## src/rtl/ptte_pkg.sv

```systemverilog
// Package for the pointer to touch event translator: codes, widths and types.
package ptte_pkg;

   localparam int BUTTON_COUNT_DEF = 30;
   localparam int RANGE_W = 16;
   localparam int COORD_W = 16;
   localparam int REG_W = 14;
   localparam int POS_W = 23;
   localparam int PIX_W = 15;
   localparam int SUM_W = 16;
   localparam int PROD_W = SUM_W + RANGE_W;
   localparam int VALUE_W = 17;
   localparam int CODE_W = 10;

   localparam logic [RANGE_W-1:0] TOUCH_RANGE_X = 16'd32767;
   localparam logic [RANGE_W-1:0] TOUCH_RANGE_Y = 16'd32767;
   localparam logic [VALUE_W-1:0] CONTACT_ID = 17'd3;
   localparam logic [VALUE_W-1:0] TRACK_RELEASE = 17'h1FFFF;
   localparam logic [CODE_W-1:0] MOUSE_BASE = 10'h110;

   localparam logic [1:0] MODE_MOTION = 2'd0;
   localparam logic [1:0] MODE_BUTTON = 2'd1;

   localparam logic [1:0] EVT_SYNC = 2'd0;
   localparam logic [1:0] EVT_ABS = 2'd3;
   localparam logic [5:0] CODE_SYNC = 6'h00;
   localparam logic [5:0] CODE_SLOT = 6'h2f;
   localparam logic [5:0] CODE_X = 6'h35;
   localparam logic [5:0] CODE_Y = 6'h36;
   localparam logic [5:0] CODE_TRACK = 6'h39;

   localparam logic [1:0] CSR_ORIGIN_X = 2'd0;
   localparam logic [1:0] CSR_ORIGIN_Y = 2'd1;
   localparam logic [1:0] CSR_OUTPUT_WIDTH = 2'd2;
   localparam logic [1:0] CSR_OUTPUT_HEIGHT = 2'd3;

   typedef enum logic [2:0] {
      ST_IDLE,
      ST_MUL,
      ST_SETUP,
      ST_DIV,
      ST_EMIT
   } state_type;

   typedef enum logic [1:0] {
      RUN_DOWN,
      RUN_UP,
      RUN_MOTION
   } run_type;

   typedef enum logic [2:0] {
      EV_SLOT,
      EV_TRACK,
      EV_X,
      EV_Y,
      EV_SYNC
   } sel_type;

endpackage

```

## src/rtl/pointer_to_touch_event_translator.sv

```systemverilog
// Top level of the pointer to touch event translator, emulating one touch contact.
// Button items, ignored items and motion items with nothing to send are taken in the idle state.
// Touch down or motion: x then y on one shared multiplier and bit-serial divider, the divide
// skipped for an axis that saturates, then the events of the run are sent in order.
// A touch up skips the arithmetic and goes straight to its events; rsp_ready low stalls them.
// Synchronous active-high reset clears the button mask, the touch and pending flags.
module pointer_to_touch_event_translator #(
   parameter int BUTTON_COUNT = ptte_pkg::BUTTON_COUNT_DEF
) (
   input  logic                              clock,
   input  logic                              reset,
   // Configuration write channel.
   input  logic                              csr_valid,
   output logic                              csr_ready,
   input  logic [1:0]                        csr_index,
   input  logic [ptte_pkg::REG_W-1:0]        csr_wdata,
   // Pointer item channel.
   input  logic                              req_valid,
   output logic                              req_ready,
   input  logic [1:0]                        req_mode,
   input  logic [ptte_pkg::POS_W-1:0]        req_pos_x_fixed,
   input  logic [ptte_pkg::POS_W-1:0]        req_pos_y_fixed,
   input  logic [ptte_pkg::CODE_W-1:0]       req_button_code,
   input  logic                              req_pressed,
   // Touch event channel.
   output logic                              rsp_valid,
   input  logic                              rsp_ready,
   output logic [1:0]                        rsp_event_type,
   output logic [5:0]                        rsp_event_code,
   output logic signed [ptte_pkg::VALUE_W-1:0] rsp_event_value,
   output logic                              rsp_last_event
);

   // Configuration registers.
   logic [ptte_pkg::REG_W-1:0] origin_x_ff, origin_y_ff, width_ff, height_ff;

   // Tracking state.
   logic [BUTTON_COUNT-1:0] held_ff, held_in;
   logic touch_ff, touch_in;
   logic pending_ff, pending_in;

   // Sequencer.
   ptte_pkg::state_type state_ff, state_in;
   ptte_pkg::run_type run_ff, run_in;
   logic [2:0] event_ff, event_in;

   // Shared arithmetic datapath.
   logic axis_ff, axis_in;
   logic [ptte_pkg::PIX_W-1:0] pix_x_ff, pix_x_in, pix_y_ff, pix_y_in;
   logic [ptte_pkg::PROD_W-1:0] prod_ff, prod_in;
   logic [ptte_pkg::REG_W-1:0] rem_ff, rem_in;
   logic [ptte_pkg::COORD_W-1:0] low_ff, low_in, quot_ff, quot_in;
   logic [3:0] step_ff, step_in;
   logic [ptte_pkg::COORD_W-1:0] coord_x_ff, coord_x_in, coord_y_ff, coord_y_in;

   // Item decode.
   logic req_fire, rsp_fire;
   logic [ptte_pkg::CODE_W-1:0] btn_idx;
   logic btn_ok;
   logic [BUTTON_COUNT-1:0] btn_bit, held_set, held_clr;
   logic motion_emits;
   ptte_pkg::run_type motion_run;

   // Axis operands and the divider step.
   logic [ptte_pkg::REG_W-1:0] size_sel, origin_sel;
   logic [ptte_pkg::PIX_W-1:0] pix_sel;
   logic [ptte_pkg::RANGE_W-1:0] range_sel;
   logic [ptte_pkg::SUM_W-1:0] sum_sel;
   logic [ptte_pkg::PROD_W-1:0] prod_calc;
   logic saturate;
   logic [ptte_pkg::REG_W:0] trial;
   logic trial_ge;
   logic [ptte_pkg::COORD_W-1:0] quot_next;
   logic coord_done;

   // Output selection.
   ptte_pkg::sel_type ev_sel;
   logic ev_last;

   assign req_fire = req_valid && req_ready;
   assign rsp_fire = rsp_valid && rsp_ready;
   assign csr_ready = 1'b1;

   // Configuration is written whenever offered; the user writes only while idle.
   always_ff @(posedge clock) begin
      if (reset) begin
         origin_x_ff <= '0;
         origin_y_ff <= '0;
         width_ff <= 14'd1920;
         height_ff <= 14'd1080;
      end else if (csr_valid && csr_ready) begin
         case (csr_index)
            ptte_pkg::CSR_ORIGIN_X: origin_x_ff <= csr_wdata;
            ptte_pkg::CSR_ORIGIN_Y: origin_y_ff <= csr_wdata;
            ptte_pkg::CSR_OUTPUT_WIDTH: width_ff <= csr_wdata;
            ptte_pkg::CSR_OUTPUT_HEIGHT: height_ff <= csr_wdata;
            default: ;
         endcase
      end
   end

   // Button decode: the index is the code less the mouse base, and codes outside
   // the tracked buttons are dropped.
   assign btn_idx = req_button_code - ptte_pkg::MOUSE_BASE;
   assign btn_ok = (req_button_code >= ptte_pkg::MOUSE_BASE) &&
                   (btn_idx < ptte_pkg::CODE_W'(BUTTON_COUNT));

   always_comb begin
      for (int i = 0; i < BUTTON_COUNT; i++) begin
         btn_bit[i] = (btn_idx == ptte_pkg::CODE_W'(i));
      end
   end

   assign held_set = held_ff | btn_bit;
   assign held_clr = held_ff & ~btn_bit;

   // A motion item turns a pending change into a touch down or up when the mask
   // disagrees with the touch flag; with no change pending, held buttons move it.
   always_comb begin
      motion_emits = 1'b0;
      motion_run = ptte_pkg::RUN_MOTION;
      if (pending_ff) begin
         if (touch_ff && (held_ff == '0)) begin
            motion_emits = 1'b1;
            motion_run = ptte_pkg::RUN_UP;
         end else if (!touch_ff && (held_ff != '0)) begin
            motion_emits = 1'b1;
            motion_run = ptte_pkg::RUN_DOWN;
         end
      end else if (held_ff != '0) begin
         motion_emits = 1'b1;
      end
   end

   // Operands of the axis now in the shared unit.
   assign size_sel = axis_ff ? height_ff : width_ff;
   assign origin_sel = axis_ff ? origin_y_ff : origin_x_ff;
   assign pix_sel = axis_ff ? pix_y_ff : pix_x_ff;
   assign range_sel = axis_ff ? ptte_pkg::TOUCH_RANGE_Y : ptte_pkg::TOUCH_RANGE_X;
   assign sum_sel = ptte_pkg::SUM_W'(pix_sel) + ptte_pkg::SUM_W'(origin_sel);
   assign prod_calc = sum_sel * range_sel;

   // The quotient exceeds the coordinate range exactly when the upper half of
   // the product reaches the divisor; a zero divisor saturates the same way.
   assign saturate = prod_ff[ptte_pkg::PROD_W-1:ptte_pkg::COORD_W] >=
                     ptte_pkg::COORD_W'(size_sel);

   // One restoring division step; the remainder always stays below the divisor.
   assign trial = {rem_ff, low_ff[ptte_pkg::COORD_W-1]};
   assign trial_ge = trial >= {1'b0, size_sel};
   assign quot_next = {quot_ff[ptte_pkg::COORD_W-2:0], trial_ge};
   assign coord_done = (step_ff == 4'd0);

   // Next state of the sequencer.
   always_comb begin
      state_in = state_ff;
      case (state_ff)
         ptte_pkg::ST_IDLE: begin
            if (req_fire && (req_mode == ptte_pkg::MODE_MOTION) && motion_emits) begin
               state_in = (motion_run == ptte_pkg::RUN_UP) ? ptte_pkg::ST_EMIT
                                                            : ptte_pkg::ST_MUL;
            end
         end
         ptte_pkg::ST_MUL: state_in = ptte_pkg::ST_SETUP;
         ptte_pkg::ST_SETUP: begin
            if (saturate) begin
               state_in = axis_ff ? ptte_pkg::ST_EMIT : ptte_pkg::ST_MUL;
            end else begin
               state_in = ptte_pkg::ST_DIV;
            end
         end
         ptte_pkg::ST_DIV: begin
            if (coord_done) begin
               state_in = axis_ff ? ptte_pkg::ST_EMIT : ptte_pkg::ST_MUL;
            end
         end
         ptte_pkg::ST_EMIT: begin
            if (rsp_fire && ev_last) begin
               state_in = ptte_pkg::ST_IDLE;
            end
         end
         default: state_in = ptte_pkg::ST_IDLE;
      endcase
   end

   // Handshake outputs of the sequencer.
   always_comb begin
      req_ready = (state_ff == ptte_pkg::ST_IDLE);
      rsp_valid = (state_ff == ptte_pkg::ST_EMIT);
   end

   // Tracking state and datapath updates.
   always_comb begin
      held_in = held_ff;
      touch_in = touch_ff;
      pending_in = pending_ff;
      run_in = run_ff;
      event_in = event_ff;
      axis_in = axis_ff;
      pix_x_in = pix_x_ff;
      pix_y_in = pix_y_ff;
      prod_in = prod_ff;
      rem_in = rem_ff;
      low_in = low_ff;
      quot_in = quot_ff;
      step_in = step_ff;
      coord_x_in = coord_x_ff;
      coord_y_in = coord_y_ff;
      case (state_ff)
         ptte_pkg::ST_IDLE: begin
            pix_x_in = req_pos_x_fixed[ptte_pkg::POS_W-1:8];
            pix_y_in = req_pos_y_fixed[ptte_pkg::POS_W-1:8];
            axis_in = 1'b0;
            event_in = '0;
            if (req_fire && (req_mode == ptte_pkg::MODE_BUTTON) && btn_ok) begin
               if (req_pressed) begin
                  held_in = held_set;
                  if (held_ff == '0) begin
                     pending_in = 1'b1;
                  end
               end else begin
                  held_in = held_clr;
                  if (held_clr == '0) begin
                     pending_in = 1'b1;
                  end
               end
            end else if (req_fire && (req_mode == ptte_pkg::MODE_MOTION)) begin
               pending_in = 1'b0;
               run_in = motion_run;
               if (pending_ff && motion_emits) begin
                  touch_in = (motion_run == ptte_pkg::RUN_DOWN);
               end
            end
         end
         ptte_pkg::ST_MUL: prod_in = prod_calc;
         ptte_pkg::ST_SETUP: begin
            rem_in = prod_ff[ptte_pkg::COORD_W +: ptte_pkg::REG_W];
            low_in = prod_ff[ptte_pkg::COORD_W-1:0];
            quot_in = '0;
            step_in = 4'd15;
            if (saturate) begin
               if (axis_ff) begin
                  coord_y_in = '1;
               end else begin
                  coord_x_in = '1;
               end
               axis_in = 1'b1;
            end
         end
         ptte_pkg::ST_DIV: begin
            rem_in = trial_ge ? ptte_pkg::REG_W'(trial - {1'b0, size_sel})
                              : trial[ptte_pkg::REG_W-1:0];
            low_in = {low_ff[ptte_pkg::COORD_W-2:0], 1'b0};
            quot_in = quot_next;
            step_in = step_ff - 4'd1;
            if (coord_done) begin
               if (axis_ff) begin
                  coord_y_in = quot_next;
               end else begin
                  coord_x_in = quot_next;
               end
               axis_in = 1'b1;
            end
         end
         ptte_pkg::ST_EMIT: begin
            if (rsp_fire) begin
               event_in = event_ff + 3'd1;
            end
         end
         default: ;
      endcase
   end

   // Which event of the run is presented now.
   always_comb begin
      ev_sel = ptte_pkg::EV_SYNC;
      case (run_ff)
         ptte_pkg::RUN_DOWN: begin
            case (event_ff)
               3'd0: ev_sel = ptte_pkg::EV_SLOT;
               3'd1: ev_sel = ptte_pkg::EV_TRACK;
               3'd2: ev_sel = ptte_pkg::EV_X;
               3'd3: ev_sel = ptte_pkg::EV_Y;
               default: ev_sel = ptte_pkg::EV_SYNC;
            endcase
         end
         ptte_pkg::RUN_UP: begin
            case (event_ff)
               3'd0: ev_sel = ptte_pkg::EV_SLOT;
               3'd1: ev_sel = ptte_pkg::EV_TRACK;
               default: ev_sel = ptte_pkg::EV_SYNC;
            endcase
         end
         default: begin
            case (event_ff)
               3'd0: ev_sel = ptte_pkg::EV_SLOT;
               3'd1: ev_sel = ptte_pkg::EV_X;
               3'd2: ev_sel = ptte_pkg::EV_Y;
               default: ev_sel = ptte_pkg::EV_SYNC;
            endcase
         end
      endcase
   end

   assign ev_last = (ev_sel == ptte_pkg::EV_SYNC);

   // Event payload; a touch up carries the release tracking id.
   always_comb begin
      rsp_event_type = ptte_pkg::EVT_ABS;
      rsp_last_event = ev_last;
      case (ev_sel)
         ptte_pkg::EV_SLOT: begin
            rsp_event_code = ptte_pkg::CODE_SLOT;
            rsp_event_value = ptte_pkg::CONTACT_ID;
         end
         ptte_pkg::EV_TRACK: begin
            rsp_event_code = ptte_pkg::CODE_TRACK;
            rsp_event_value = (run_ff == ptte_pkg::RUN_UP) ? ptte_pkg::TRACK_RELEASE
                                                           : ptte_pkg::CONTACT_ID;
         end
         ptte_pkg::EV_X: begin
            rsp_event_code = ptte_pkg::CODE_X;
            rsp_event_value = {1'b0, coord_x_ff};
         end
         ptte_pkg::EV_Y: begin
            rsp_event_code = ptte_pkg::CODE_Y;
            rsp_event_value = {1'b0, coord_y_ff};
         end
         default: begin
            rsp_event_type = ptte_pkg::EVT_SYNC;
            rsp_event_code = ptte_pkg::CODE_SYNC;
            rsp_event_value = '0;
         end
      endcase
   end

   always_ff @(posedge clock) begin
      if (reset) begin
         state_ff <= ptte_pkg::ST_IDLE;
         held_ff <= '0;
         touch_ff <= 1'b0;
         pending_ff <= 1'b0;
         event_ff <= '0;
         axis_ff <= 1'b0;
         step_ff <= '0;
      end else begin
         state_ff <= state_in;
         held_ff <= held_in;
         touch_ff <= touch_in;
         pending_ff <= pending_in;
         event_ff <= event_in;
         axis_ff <= axis_in;
         step_ff <= step_in;
      end
   end

   always_ff @(posedge clock) begin
      run_ff <= run_in;
      pix_x_ff <= pix_x_in;
      pix_y_ff <= pix_y_in;
      prod_ff <= prod_in;
      rem_ff <= rem_in;
      low_ff <= low_in;
      quot_ff <= quot_in;
      coord_x_ff <= coord_x_in;
      coord_y_ff <= coord_y_in;
   end

   // The touch flag moves only on an accepted motion item.
   a_touch_on_motion: assert property (@(posedge clock) disable iff (reset)
      (!$past(reset) && !$stable(touch_ff)) |->
         $past(req_valid && req_ready && (req_mode == ptte_pkg::MODE_MOTION)))
      else $error("touch flag changed without a motion item");

   // A touch-up run never uses the arithmetic unit.
   a_up_no_math: assert property (@(posedge clock) disable iff (reset)
      (state_ff == ptte_pkg::ST_MUL) |-> (run_ff != ptte_pkg::RUN_UP))
      else $error("touch-up run entered the multiplier");

   // Taking the closing sync event frees the block for the next item.
   a_last_frees: assert property (@(posedge clock) disable iff (reset)
      (rsp_valid && rsp_ready && rsp_last_event) |=> req_ready)
      else $error("block not ready after the closing event");

   // The block never takes an item while a run is being delivered.
   a_one_at_a_time: assert property (@(posedge clock) disable iff (reset)
      !(req_ready && rsp_valid))
      else $error("ready while events are pending");

endmodule
```

## config.mk

```make
export PLATFORM = sky130hd
export DESIGN_NAME = pointer_to_touch_event_translator
export DESIGN_NICKNAME = d
export VERILOG_FILES = /design/src/rtl/ptte_pkg.sv /design/src/rtl/pointer_to_touch_event_translator.sv
export SDC_FILE = /design/constraint.sdc
export NUM_CORES = 1
export LEC_CHECK = 0
export BUFFER_PORTS_ARGS = -buffer_cell sky130_fd_sc_hd__buf_4
export CAP_MARGIN = 5
export CORE_AREA = 3 3 233 121
export CTS_BUF_LIST = sky130_fd_sc_hd__clkbuf_4 sky130_fd_sc_hd__clkbuf_8
export CTS_CLUSTER_SIZE = 24
export DETAILED_ROUTE_END_ITERATION = 12
export DIE_AREA = 0 0 236 124
export PLACE_DENSITY = 0.89
export SKIP_CTS_REPAIR_TIMING = 1
export SLEW_MARGIN = 20
export SYNTH_ARGS = -nofsm -noshare
export SYNTH_HDL_FRONTEND = slang
export SYNTH_SLANG_ARGS = --single-unit
```

## constraint.sdc

```tcl
create_clock -name clock -period 10.6 [get_ports clock]
set_input_delay 2.12 -clock clock [delete_from_list [all_inputs] [get_ports clock]]
set_output_delay 2.12 -clock clock [all_outputs]
set_load 0.005 [all_outputs]
```

== Word level (Yosys, flattened, before mapping) ==
Index checks and enable logic that the tools add are counted.
Widths: inputs -> output; s select.
Word-level totals
  register bits: 240
  input port bits: 80
  output and inout port bits: 29
  word-level logic and storage cells: 184
Operators by class
  add/subtract/negate cells: 5
  multiply operators: 1
  magnitude comparators: 4
  eq/ne operators: 57
  multiplexer cells: 51
  bitwise operators: 4
  reductions and logical operators: 42
Operators by type and width (count)
  $eq 10x5->1 const B: 14
  $mux 16: 8
  $pmux 16 s2: 3
  $eq 10x4->1 const B: 8
  $pmux 17 s4: 1
  $logic_not 30->1: 2
  $mux 14: 3
  $eq 10x3->1 const B: 4
  $mul 16x15->31 const B: 1
  $and 30x30->30: 1
  $mux 30: 1
  $not 30->30: 1
  $or 30x30->30: 1
  $pmux 15 s2: 1
  $reduce_bool 30->1: 1
  $pmux 14 s2: 1
  $pmux 6 s4: 1
  $mux 3: 7
  $eq 10x2->1 const B: 2
  $eq 3x2->1 const B: 6
  $pmux 3 s2: 3
  $mux 17: 1
  $add 15x14->16: 1
  $ge 16x14->1: 1
  other kinds (38): 91

== Depth between registers and ports, before layout ==
  depth in word-level cells: 9
  mapped depth: 36

== Worst setup path before layout ==
No wires, ideal clock.
  path kind: register to register
  from: reg axis_ff
  to: reg prod_ff[30] (netlist bit), data pin
  setup time: 0.259 ns
  data arrival time: 8.390 ns
  required time: 10.341 ns
  path slack: 1.951 ns
  cell stages (with the launch flop): 34
  buffers on the path: 2
  period minus slack after synthesis: 8.649 ns
  path through: dfxtp_1 > buf_1 > clkbuf_1 > mux2_2 > ha_1 > inv_1 > fa_1 > nor2b_1 > o31a_1 > o31a_1 > o211a_1 > o21ai_1 > a21oi_1 > a21o_1 > a21o_1 > xor2_1 > fa_1 > inv_1 > fa_1 > fa_1 > fa_1 > fa_1 > inv_1 > fa_1 > inv_1 > ha_1 > and3_1 > nand3_1 > o211ai_1 > a31oi_1 > o21ai_0 > a21oi_1 > a21oi_1 > xnor2_1
On the way
  word-level cells in the longest chain between the ends: 3
  elaborated cells between the ends (all ways): 4
  those cells by class: add/sub: 1; mul: 1; mux: 2
Ends and longest elaborated chain
  from (decl): RTL line pointer_to_touch_event_translator.sv:48  | logic axis_ff, axis_in;
  from (signal assigned): RTL line pointer_to_touch_event_translator.sv:352  | axis_ff <= axis_in;
  $mux 15 / $mux 14 (equally long branches): RTL line pointer_to_touch_event_translator.sv:138, pointer_to_touch_event_translator.sv:137
  $add 15x14->16 (*): RTL line pointer_to_touch_event_translator.sv:140  | assign sum_sel = ptte_pkg::SUM_W'(pix_sel) + ptte_pkg::SUM_W'(origin_sel);
  $mul 16x15->31 (*): RTL line pointer_to_touch_event_translator.sv:141  | assign prod_calc = sum_sel * range_sel;
  via prod_calc (one bit): RTL line pointer_to_touch_event_translator.sv:69  | logic [ptte_pkg::PROD_W-1:0] prod_calc;
  to (signal assigned): RTL line pointer_to_touch_event_translator.sv:361  | prod_ff <= prod_in;
  to (decl): RTL line pointer_to_touch_event_translator.sv:50  | logic [ptte_pkg::PROD_W-1:0] prod_ff, prod_in;
The timed path passes the listed nets; every way through them passes the cells marked *.
A chain may end at the register's enable or synchronous reset.

== Final worst setup path ==
Same ends and word-level chain as after synthesis.

==> flow_summary.ini <==
[outcome]
status = completed

[critical_path]
end_kind = flip-flop
startpoint = axis_ff$_SDFFE_PP0P_
crit_type = reg2reg
cp.required_ps = 10890
slowest_delay_ps = 880
critPathLaunchType = flip-flop
worstPathMaxFanout = 32
cp_data_arrival_time_ps = 9860
timing.rr.start = axis_ff$_SDFFE_PP0P_
crit_top_cell = fa_1
cp_slowest_cell = dfxtp_2
rrSetupSlack_ps = 1030

[global_routing]
antenna_found_initial = 0
grt_max_degree = 92
grtUsageTotal_pct = 26.8
grt_overflow = 0
grt_pass1_wl_um = 63200
grt_pass1_vias = 12800

[clock_network]
path_clk_slew_ps = 70
cts_tree = done
cts_root_buf = clkbuf_8
numCtsBuffers = 36
clock_latency_ps = 560
cts_sinks = 239
cts.path.max_buffers = 3
cts_htree_levels = 2

[final_layout]
num_antenna_cells = 0
postLayoutCellArea_mm2 = 0.0183
fin_nets = 2063
syn_to_final_growth_pct = 9.99
final_util_pct = 69.8
drive_gt1_share_pct = 12.3

[placement]
placed_area_mm2 = 0.0176
dpl.hpwl_um = 28000
dpl_worst_slack_ps = 1310
io_buffers = 91
globalplace.congestion = 0.954

[yosys]
ys.flop_type = edfxtp_1
synth_fa_ha_area_share_pct = 23.3
synth_mux_area_share_pct = 5.63
yosys.cell_count.top_type = nand2_1
synth_top_family_by_area = adder cells
yosys_register_bits = 239
syn-mean-instance-area_um2 = 9.99
ys_types = 69
synthCells = 1666
synth_compound_area_share_pct = 11.4
synth_area_leaders = edfxtp_1, fa_1, dfxtp_1
synth_top_area_share_pct = 25.3
synth_common_cells = nand2_1, inv_1, ha_1, edfxtp_1, a21oi_1
synth_edf_count = 140
yosysWarnings = 0
yosysSeqAreaShare_pct = 37.2
synth_area_mm2 = 0.0166
syn_nets = 1992
synth_xor_area_share_pct = 3.21
ys_async_sr_fraction_pct = 0
synth_top_area_cell = edfxtp_1
synthSimpleGateAreaFrac_pct = 13.7

[hold_path]
min_path_type = reg2reg
min-delay-start = origin_y_ff[11]$_SDFFE_PP0P_

[floorplanning]
dieHeight_um = 124
initial_core_util_pct = 63.5
rows = 42
io_pins = 109
die_w_um = 236
coreArea_mm2 = 0.0262
fp.dieArea_mm2 = 0.0293

[sta]
rsz0062_at_grt = no
fin_crit_sh_pct = 90.3
worstMarginPinSlew_ps = 996
hold_viol_final = 0
setup_viol = 0
min_period_ps = 9570
relSlewSlack_pct = 33.4
clock-skew-final_ps = 19.0
fmax_mhz = 104
final.setup.tns_ps = 0
final-max-slew-violation-count = 0
setup_slack_ps = 1030

[detailed_routing]
firstDrtPassIters = 6
wirelength_um = 39200
wl_per_cell_um = 18.5
drc = 0
routed_via_density = 6.05
via_count = 12800
drtIter0Drc = 1238
ant_nets = 0

[flow_run]
cap_violations = 0
[cell families (layout without fill, tap and decap cells)]
kind of cell / after synthesis / after routing
AOI/OAI and AO/OA: 308 / 308
xor gates and xnor gates: 61 / 61
adders and majority gates: 249 / 249
buffers and inverters: 234 / 332
DFF: 239 / 239
muxes: 90 / 90
other: 1 / 1
and+or+nand+nor: 484 / 484
[metrics by stage]
step                cells  hold slack (ps)
floorplan            1666              433
global placement     2051              439
detailed placement   2051              446
CTS                  2116              455
global route         2116              468
finish               2116              455
[final timing paths]
path | end | depth (start not counted)
hold reg to reg | origin_y_ff[11]$_SDFFE_PP0P_ | 2
hold / removal | origin_y_ff[11]$_SDFFE_PP0P_ | 2
setup / recovery | prod_ff[30]$_DFFE_PN_ | 32
setup reg to reg | prod_ff[30]$_DFFE_PN_ | 32
[critical path, delay by kind of cell, from the launching register on]
family	cells	cell delay (ps)
AOI/OAI and AO/OA	15	3060
xor gates and xnor gates	2	640
adders and majority gates	9	3860
buffers and inverters	4	350
DFF	1	880
muxes	1	440
and+or+nand+nor	1	80
[placed cells by master, fill, tap and decap left out, types with 6 or more instances in the layout]
master and instances:
clkinv_1 7, xor2_1 16, a211oi_1 8, clkbuf_8 38, and3_1 19, a21oi_1 115, mux2_2 29, nand3_1 33
o31ai_1 11, ha_1 143, nand2b_1 28, mux2i_1 61, and2_1 7, clkbuf_4 12, o211ai_1 6, buf_4 101
dfxtp_1 98, or3_1 7, nand4_1 20, o21ai_0 72, edfxtp_1 140, o21bai_1 11, inv_1 165, nor3_1 24
o21a_1 14, xnor2_1 45, o41ai_1 9, a21o_1 28, nor2b_1 10, fa_1 103, nor2_1 80, or2_2 10
nand2_1 211, nor4_1 13
[metal layers]
metal / track usage (%) / wire (um) / vias to the layer above
met4: 12.1 / 1590 / 0
met5: 0.168 / 0 / -
met3: 5.24 / 2740 / 149
li1: - / - / 5920
met1: 32.5 / 16000 / 6171
met2: 47.2 / 18900 / 566
[final cells by class]
type | count | area (um^2)
timing repair buffer | 101 | 758
tap | 352 | 440
sequential | 239 | 6190
clock buffer | 50 | 613
clock inverter | 15 | 123
fill | 1817 | 7920
inverter | 166 | 623
multi-input combinational | 1193 | 9560
Power is left out: the tool's default activity adds up to more than one toggle a clock period on the data nets, which glitch-free logic cannot reach.
